$ cat src/hw/rtl/q2e_pkg.sv
// ============================================================================
// q2e_pkg
// Shared types, constants and the CORDIC angle table for the quaternion to
// Euler angle converter.
// ============================================================================
package q2e_pkg;

    localparam int CordicIterDef = 16;
    localparam int QuatFracDef   = 14;
    localparam int TabLen        = 24;
    localparam int AngFrac       = 8;
    // CORDIC operand width: Q30 pitch operands and quaternion products fit here
    localparam int CW            = 66;
    localparam int ZW            = 24;

    typedef enum logic [3:0] {
        ST_IDLE,
        ST_PROD,
        ST_ROLL_LD,
        ST_ROLL_RUN,
        ST_SQRT_LD,
        ST_SQRT_RUN,
        ST_PITCH_LD,
        ST_PITCH_RUN,
        ST_YAW_LD,
        ST_YAW_RUN,
        ST_OUT
    } t_state;

    typedef enum logic [1:0] {
        SEL_ROLL,
        SEL_PITCH,
        SEL_YAW
    } t_sel;

    typedef struct packed {
        logic load_in;
        logic calc_prod;
        logic cordic_load;
        logic cordic_step;
        logic sqrt_load;
        logic sqrt_step;
        logic store;
        t_sel sel;
    } t_cmd;

    typedef struct packed {
        logic cordic_done;
        logic sqrt_done;
    } t_status;

    function automatic logic [ZW-1:0] atan_tab(input logic [4:0] idx);
        logic [ZW-1:0] r;
        unique case (idx)
            5'd0:  r = 24'd1152000;
            5'd1:  r = 24'd680065;
            5'd2:  r = 24'd359328;
            5'd3:  r = 24'd182400;
            5'd4:  r = 24'd91554;
            5'd5:  r = 24'd45822;
            5'd6:  r = 24'd22916;
            5'd7:  r = 24'd11459;
            5'd8:  r = 24'd5730;
            5'd9:  r = 24'd2865;
            5'd10: r = 24'd1432;
            5'd11: r = 24'd716;
            5'd12: r = 24'd358;
            5'd13: r = 24'd179;
            5'd14: r = 24'd90;
            5'd15: r = 24'd45;
            5'd16: r = 24'd22;
            5'd17: r = 24'd11;
            5'd18: r = 24'd6;
            5'd19: r = 24'd3;
            5'd20: r = 24'd1;
            5'd21: r = 24'd1;
            default: r = '0;
        endcase
        return r;
    endfunction

endpackage

$ cat src/hw/rtl/q2e_ctrl.sv
// ============================================================================
// q2e_ctrl
// Sequencer: products, roll CORDIC, square root, pitch CORDIC, yaw CORDIC.
// ============================================================================
module q2e_ctrl
    import q2e_pkg::*;
(
    input  logic    i_clk,
    input  logic    i_rst_n,
    input  logic    i_in_valid,
    output logic    o_in_ready,
    output logic    o_out_valid,
    input  logic    i_out_ready,
    input  t_status i_status,
    output t_cmd    o_cmd
);

    t_state r_state, n_state;

    always_ff @(posedge i_clk) begin
        if (!i_rst_n) begin
            r_state <= ST_IDLE;
        end else begin
            r_state <= n_state;
        end
    end

    always_comb begin
        n_state = r_state;
        unique case (r_state)
            ST_IDLE:      if (i_in_valid) n_state = ST_PROD;
            ST_PROD:      n_state = ST_ROLL_LD;
            ST_ROLL_LD:   n_state = ST_ROLL_RUN;
            ST_ROLL_RUN:  if (i_status.cordic_done) n_state = ST_SQRT_LD;
            ST_SQRT_LD:   n_state = ST_SQRT_RUN;
            ST_SQRT_RUN:  if (i_status.sqrt_done) n_state = ST_PITCH_LD;
            ST_PITCH_LD:  n_state = ST_PITCH_RUN;
            ST_PITCH_RUN: if (i_status.cordic_done) n_state = ST_YAW_LD;
            ST_YAW_LD:    n_state = ST_YAW_RUN;
            ST_YAW_RUN:   if (i_status.cordic_done) n_state = ST_OUT;
            ST_OUT:       if (i_out_ready) n_state = ST_IDLE;
            default:      n_state = ST_IDLE;
        endcase
    end

    always_comb begin
        o_cmd       = '0;
        o_cmd.sel   = SEL_ROLL;
        o_in_ready  = 1'b0;
        o_out_valid = 1'b0;
        unique case (r_state)
            ST_IDLE: begin
                o_in_ready    = 1'b1;
                o_cmd.load_in = i_in_valid;
            end
            ST_PROD:     o_cmd.calc_prod = 1'b1;
            ST_ROLL_LD: begin
                o_cmd.cordic_load = 1'b1;
                o_cmd.sel         = SEL_ROLL;
            end
            ST_ROLL_RUN: begin
                o_cmd.sel         = SEL_ROLL;
                o_cmd.cordic_step = 1'b1;
                o_cmd.store       = i_status.cordic_done;
            end
            ST_SQRT_LD:  o_cmd.sqrt_load = 1'b1;
            ST_SQRT_RUN: o_cmd.sqrt_step = 1'b1;
            ST_PITCH_LD: begin
                o_cmd.cordic_load = 1'b1;
                o_cmd.sel         = SEL_PITCH;
            end
            ST_PITCH_RUN: begin
                o_cmd.sel         = SEL_PITCH;
                o_cmd.cordic_step = 1'b1;
                o_cmd.store       = i_status.cordic_done;
            end
            ST_YAW_LD: begin
                o_cmd.cordic_load = 1'b1;
                o_cmd.sel         = SEL_YAW;
            end
            ST_YAW_RUN: begin
                o_cmd.sel         = SEL_YAW;
                o_cmd.cordic_step = 1'b1;
                o_cmd.store       = i_status.cordic_done;
            end
            ST_OUT:      o_out_valid = 1'b1;
            default:     o_cmd = '0;
        endcase
    end

endmodule

$ cat config.mk
export PLATFORM = sky130hd
export DESIGN_NAME = q2e_ctrl
export DESIGN_NICKNAME = d
export VERILOG_FILES = /design/src/hw/rtl/q2e_pkg.sv /design/src/hw/rtl/q2e_ctrl.sv
export SDC_FILE = /design/constraint.sdc
export NUM_CORES = 1
export LEC_CHECK = 0
export ABC_AREA = 1
export BUFFER_PORTS_ARGS = -buffer_cell sky130_fd_sc_hd__buf_2
export CAP_MARGIN = 20
export CORE_AREA = 5 5 42 44
export DETAILED_ROUTE_END_ITERATION = 8
export DIE_AREA = 0 0 47 49
export PLACE_DENSITY = 0.6
export SETUP_SLACK_MARGIN = 0.5
export SLEW_MARGIN = 20
export SYNTH_ARGS = -nofsm -noshare
export SYNTH_HDL_FRONTEND = slang
export SYNTH_SLANG_ARGS = --single-unit
$ cat constraint.sdc
create_clock -name i_clk -period 1.9 [get_ports i_clk]
set_input_delay 0.285 -clock i_clk [delete_from_list [all_inputs] [get_ports i_clk]]
set_output_delay 0.285 -clock i_clk [all_outputs]
set_load 0.03 [all_outputs]
---- Yosys cells after proc, flatten, opt, wreduce, memory -nomap -nowiden ----
Cells that the tools add are included.
storage, ports and cells
  register bits after elaboration ......... 4
  latch bits .............................. 0
  bits in writable memories ............... 0
  bits in read-only memories .............. 0
  bits of input ports ..................... 6
  output and inout bits ................... 11
  logic and storage cells ................. 40
  memories kept ........................... 0
cells by class
  add/sub/neg operators ................... 0
  multipliers ............................. 0
  div/mod/pow operators ................... 0
  order comparisons ....................... 0
  equality and inequality tests ........... 16
  shifts and indexed selects .............. 0
  muxes and demuxes ....................... 17
  bitwise operators ....................... 0
  reduce and logical (&&, ||, !) cells .... 6
operator list
  cell                count
  $pmux 4 s11         1
  $mux 4              6
  $eq 4x3->1 const B  4
  $eq 4x4->1 const B  3
  $ne 2x2->1 const B  6
  $mux 1              9
  $eq 4x2->1 const B  2
  $reduce_and 6->1    1
  $reduce_or 3->1     2
  $eq 4x1->1 const B  1
  $logic_not 4->1     1
  $pmux 2 s2          1
  $reduce_or 2->1     2

---- Logic depth before layout (Yosys ltp) ----
Gate-level depths: netlist (run 1).
  depth after elaboration ................. 3
  mapped depth ............................ 9
  depth with buffers taken out ............ 8

---- Worst setup path after synthesis (run 1) ----
Ideal clock, no wire load.
  path type ............................... register -> output
  start ................................... reg r_state[1]
  end ..................................... out o_cmd[8] (netlist bit)
  data arrival time ....................... 1.299 ns
  data required time ...................... 1.615 ns
  slack ................................... 0.316 ns
  cell stages (with the launch flop) ...... 5
  buffers on the path ..................... 1
  cells stage by stage .................... dfxtp_1 buf_6 nor2_1 inv_1 nor3_1
RTL lines
  item                    RTL line        text
  from (decl)             q2e_ctrl.sv:18  t_state r_state, n_state;
  from (signal assigned)  q2e_ctrl.sv:24  r_state <= n_state;
  to (decl)               q2e_ctrl.sv:15  output t_cmd o_cmd

==> key figures, run 1 <==
Clock network
  – CTS H-tree lvls: 1
  – Clock Path Buffers: 2
  – Clk slew on worst S/H paths: 40 ps
  – Root Buffer: clkbuf_4
  – Clk_lat worst skew: between 200 and 250 ps
  – CTS tree: yes
  – Clk sinks: 4
  – TritonCTS buffer count: 3

Layout
  – Non-filler cells, final: ~110
  – Max reg flops: 4
  – Share of cells above drive strength 1: 0.588
  – Most flops, register: r_state
  – Most frequent cells in the layout: nor2_1 (12), inv_1 (9), buf_6 (9), buf_4 (9), nand2_1 (8)
  – Reg area: 95.1 um^2
  – Final-layout fill cell count: ~150
  – Synth-to-Final Area Change: 87.3%
  – Area of the multi-input gates: approximately 310 um^2
  – Post-layout util: 0.513
  – Final Cell Area: roughly 720 um^2
  – Final net count: 105
  – Most common cell after layout, fill and taps aside: nor2_1
  – Largest registers: r_state (4)
  – Ant. Diodes: 0

Floorplanning
  – Die extent in x: between 40 and 50 um
  – Die height: 49 um
  – DIE AREA: 0.00230 mm^2
  – I/O pins: 17
  – Initial Util: 0.274
  – CORE AREA: roughly 0.0014 mm^2
  – Row count: 14

STA
  – Setup TNS Final: 0 ps
  – Final count of negative-setup-slack endpoints: 0
  – Slew Viols, Final: 0
  – Fmax: around 680 MHz
  – Slew headroom: 0.847
  – Minimum clock period: 1470 ps
  – Worst Tran Pin Value: about 230 ps
  – Final Hold Slack: approximately 290 ps
  – Final worst-path cycle share: 0.772
  – RSZ-0062 raised after global routing: yes
  – Final Worst Setup Slack: approximately 430 ps
  – Clock Skew: just under 9 ps
  – Fin. Hold Viols: 0

Power and ir drop
  – Peak supply drop: approximately 1100 uV
  – Static Leak: 0.389 nW
  – Total Power: approximately 1.5 mW
  – Power Density: 2120 mW/mm^2

Critical path
  – CP startpoint kind: flop
  – R2R Path End: r_state[3]
  – Cells on worst reg2reg path: 7
  – Worst Setup EP: o_cmd[2]
  – Crit path kind: reg2out
  – CP Max Fanout: 7
  – Worst reg2reg startpoint: r_state[1]
  – Crit. Startpoint: r_state[1]
  – Critical Path RT: roughly 1600 ps
  – Endpoint type of the worst setup path: output pin
  – R2R setup slack: roughly 600 ps
  – Worst path arrival time: roughly 1200 ps

Placed design
  – I/O Buffers: 16
  – Area after DPL: a little under 500 um^2
  – Placer Congestion: between 0.8 and 0.9
  – DP HPWL: ~900 um
  – Pre-CTS WS: 501 ps
  – Placed Instances: just over 100

Detailed routing
  – Routed WL: about 1.3 mm
  – First-pass DRT Iterations: 2
  – Drt via density: approximately 4.6
  – DRT antenna net count: 0
  – Initial drt markers: 5
  – # DRC: 0
  – Routed length per placed instance: 11.4 um
  – Via Count: 519

Global routing
  – Initial antenna violation count: 0
  – GRT Overall Usage: 0.128
  – Grt total ovfl: 0
  – Largest net degree at the start of global routing: 8
  – Vias in the first global route: around 510
  – Global-route wire length before repair: roughly 2.2 mm

Synthesis
  – Compound-cell area share of the yosys netlist: 0.0619
  – Cell variety after synth: 14
  – Post-Syn Area: 384 um^2
  – Avg Inst Size Synth: between 5 and 6 um^2
  – Syn_nets: 78
  – Mapped Cells: 72
  – Synth warn: 0
  – XOR/XNOR share of the synthesized area: 0
  – Simple-Gate Fraction of Synth Area: 0.524
  – Largest family of logic cells by synthesized area: simple AND/OR/NAND/NOR gates
  – Yosys reg bits: 4
  – Sequential fraction of the synthesis area: 0.208
  – Post-synthesis adder-cell area fraction: 0
  – Mux share of post-synthesis cell area: 0

Flow run
  – Max_cap viols: 0

Status
  – Status: completed

Min path
  – Worst hold path type: in2reg
  – Hold Crit Depth: 3
## worst max-delay path, cell delays in order (launching register included)
cell	delay (ps)
dfxtp_4	380
o21ai_4	200
nand3_2	110
nor2_2	110
buf_6	140
## how the worst min path moves through the flow
stage             from         end  slack (ps)
2_1_floorplan  i_rst_n  r_state[1]         410
3_3_place_gp   i_rst_n  r_state[1]         550
3_5_place_dp   i_rst_n  r_state[1]         550
4_1_cts        i_rst_n  r_state[1]         290
5_1_grt        i_rst_n  r_state[1]         290
6_report       i_rst_n  r_state[1]         290
## where the power goes
part / internal (mW) / leakage, nW / switching, mW
logic: 0.462 / 0.340 / 0.678
clock network: 0.0706 / 0.0138 / 0.0347
registers: 0.153 / 0.0356 / 0.129
## final cells by class
type                    instances  share of cell area
clock buffers                   3              0.0313
inverters                      18               0.108
multi-input cells              49               0.431
flip-flops and latches          4               0.132
well taps                      16              0.0278
repair buffers                 23               0.270
## logic make-up after synthesis
logic type	after synthesis
simple gates	45
buf+inv	19
compound gates	4
flops	4
## Yosys cell counts
library cell / count / area share
nor2_1: 17 / 0.17
inv_1: 15 / 0.15
nand2_1: 10 / 0.098
nand3_1: 8 / 0.10
nor2_2: 5 / 0.081
dfxtp_1: 4 / 0.21
inv_2: 3 / 0.029
nor3_1: 3 / 0.039
o21ai_0: 2 / 0.026
a21oi_1: 1 / 0.013
buf_6: 1 / 0.029
nand3b_1: 1 / 0.020
nand4_1: 1 / 0.016
o21ai_2: 1 / 0.023
## what timing repair did
item / CTS / global route
endpoints found under the setup margin: 11 / 11
pin swaps: 4 / 5
gates resized for setup: 35 / 19
buffers inserted: 4 / 3
hold buffers: 0 / 0
## layer usage
layer | up-vias | track usage | wire length [um] | part of all wire
met5 | - | 0 | 0 | 0
met4 | 0 | 0.0138 | 19 | 0.015
met3 | 2 | 0.0775 | 92 | 0.071
met2 | 15 | 0.208 | 659 | 0.51
met1 | 233 | 0.144 | 519 | 0.40
li1 | 269 | - | - | -
(Power assumes the default switching activity.)
==> inputs of run 2 (changes only) <==
==> constraint.sdc (replaced) <==
create_clock -name i_clk -period 1.4 [get_ports i_clk]
set_input_delay 0.21 -clock i_clk [delete_from_list [all_inputs] [get_ports i_clk]]
set_output_delay 0.21 -clock i_clk [all_outputs]
set_load 0.03 [all_outputs]
==> key figures, run 2 (same netlist as run 1, synthesis figures left out) <==
Critical path
  – Top cell family by delay on the critical path: flip-flops
  – Worst Path Buf+Inv: 3
  – Endpoint type of the worst setup path: output pin
  – CP max stage cell: dfxtp_4
  – Crit path kind: reg2out
  – Critical Path RT: between 1000 and 1500 ps
  – CP Max Fanout: 6
  – CP cell instances: inv_1 -> nor2_2 -> inv_2 -> nor2_4 -> buf_6
  – R2R setup slack: 180 ps
  – CP startpoint kind: flop
  – Worst path arrival time: 1170 ps
  – Delay of the slowest critical-path stage: 410 ps

Clock network
  – CTS tree: yes
  – Root Buffer: clkbuf_4
  – Clock Path Buffers: 2
  – Clk slew on worst S/H paths: approximately 40 ps
  – Clk_lat worst skew: 230 ps
  – TritonCTS buffer count: 3
  – Hold buffers post-CTS: 0
  – Clk sinks: 4
  – CTS H-tree lvls: 1

Min path
  – Worst hold path type: in2reg

STA
  – Final Hold Slack: around 220 ps
  – Final count of negative-setup-slack endpoints: 0
  – Fmax: between 700 and 800 MHz
  – Final Worst Setup Slack: roughly 16 ps
  – Setup TNS Final: 0 ps
  – RSZ-0062 raised after global routing: yes
  – Slew headroom: 0.845
  – Fin. Hold Viols: 0
  – Clock Skew: around 0.64 ps
  – Final worst-path cycle share: 0.988
  – Minimum clock period: 1380 ps
  – Slew Viols, Final: 0
  – Worst Tran Pin Value: about 230 ps

Placed design
  – I/O Buffers: 16
  – DP HPWL: ~900 um
  – Pre-CTS WS: 109 ps
  – Placer Congestion: ~0.79
  – Placed Instances: approximately 110

Layout
  – Max reg flops: 4
  – Final net count: approximately 110
  – Most frequent cells in the layout: buf_6 (12), nor2_4 (10), nor2_1 (9)
  – Largest registers: r_state (4)
  – Synth-to-Final Area Change: 105%
  – Share of cells above drive strength 1: 0.633
  – Ant. Diodes: 0
  – Non-filler cells, final: 114
  – Most flops, register: r_state
  – Most common cell after layout, fill and taps aside: buf_6

Floorplanning
  – Die extent in x: between 40 and 50 um
  – DIE AREA: about 0.0023 mm^2
  – CORE AREA: around 0.0014 mm^2
  – Die height: just under 50 um
  – I/O pins: 17
  – Initial Util: 0.274
  – Row count: 14

Global routing
  – Largest net degree at the start of global routing: 8
  – Vias in the first global route: 497
  – GRT Overall Usage: 0.127
  – Global-route wire length before repair: 2.21 mm
  – Grt total ovfl: 0
  – Initial antenna violation count: 0

Power and ir drop
  – Static Leak: approximately 0.40 nW
  – Power Density: 2880 mW/mm^2
  – Total Power: ~2.3 mW
  – Peak supply drop: 1430 uV

Flow run
  – Max_cap viols: 0

Detailed routing
  – Via Count: 521
  – # DRC: 0
  – Drt via density: around 4.6
  – First-pass DRT Iterations: 4
  – Routed length per placed instance: roughly 11 um
  – Initial drt markers: 2
  – Routed WL: roughly 1.2 mm
  – DRT antenna net count: 0

Status
  – Status: completed
[run 2: changes by cell type in the layout (fill, tap and decap cells not counted), moves of 2 or more]
cell / previous run / this run
nor2_1: 12 / 9
buf_6: 9 / 12
nor3_4: 1 / 3
nor2_4: 6 / 10
buf_4: 9 / 6
nor3_2: 2 / 0
[run 2: power breakdown]
part / switching (mW) / total [mW] / internal, mW
combinational: 1.01 / 1.73 / 0.721
sequential: 0.165 / 0.373 / 0.208
clock: 0.0507 / 0.158 / 0.107
[run 2: metrics by stage]
step                      instance area, um^2   util
final                                     787  0.562
after global routing                      787  0.562
after CTS                                 767  0.547
after detailed placement                  609  0.435
after global placement                    609  0.435
after floorplan                           505      -
[run 2: metal layers]
layer,part of all wire,vias up,track usage
met2,0.54,14,0.204
li1,-,272,-
met1,0.38,233,0.154
met3,0.070,2,0.0517
met5,0,-,0
met4,0.013,0,0.0276
[run 2: area by class of cell]
type | count | area (um^2)
clock buffer | 4 | 26.3
fill | 146 | 614
inverter | 18 | 77.6
multi-input combinational | 49 | 363
sequential | 4 | 95.1
tap | 16 | 20.0
timing repair buffer | 23 | 205
[run 2: worst paths after layout]
kind	startpoint	cells past startpoint	endpoint
setup reg to reg	r_state[2]	6	r_state[2]
hold / removal	i_rst_n	3	r_state[1]
hold reg to reg	r_state[3]	2	r_state[3]
setup / recovery	r_state[2]	5	o_cmd[4]
[run 2: worst reg2reg max path, delay by kind of cell, from the launching register on]
kind                   cells  cell delay, ps
AND/OR/NAND/NOR            4             430
AO/OA/AOI/OAI              1             180
flip-flops                 1             380
buffers and inverters      1             130
[run 2: repair_timing]
action | 4_1_cts | 5_1_grt
gates resized for setup | 30 | 5
endpoints found under the setup margin | 15 | 15
pin swaps | 11 | 8
buffers inserted | 5 | 0
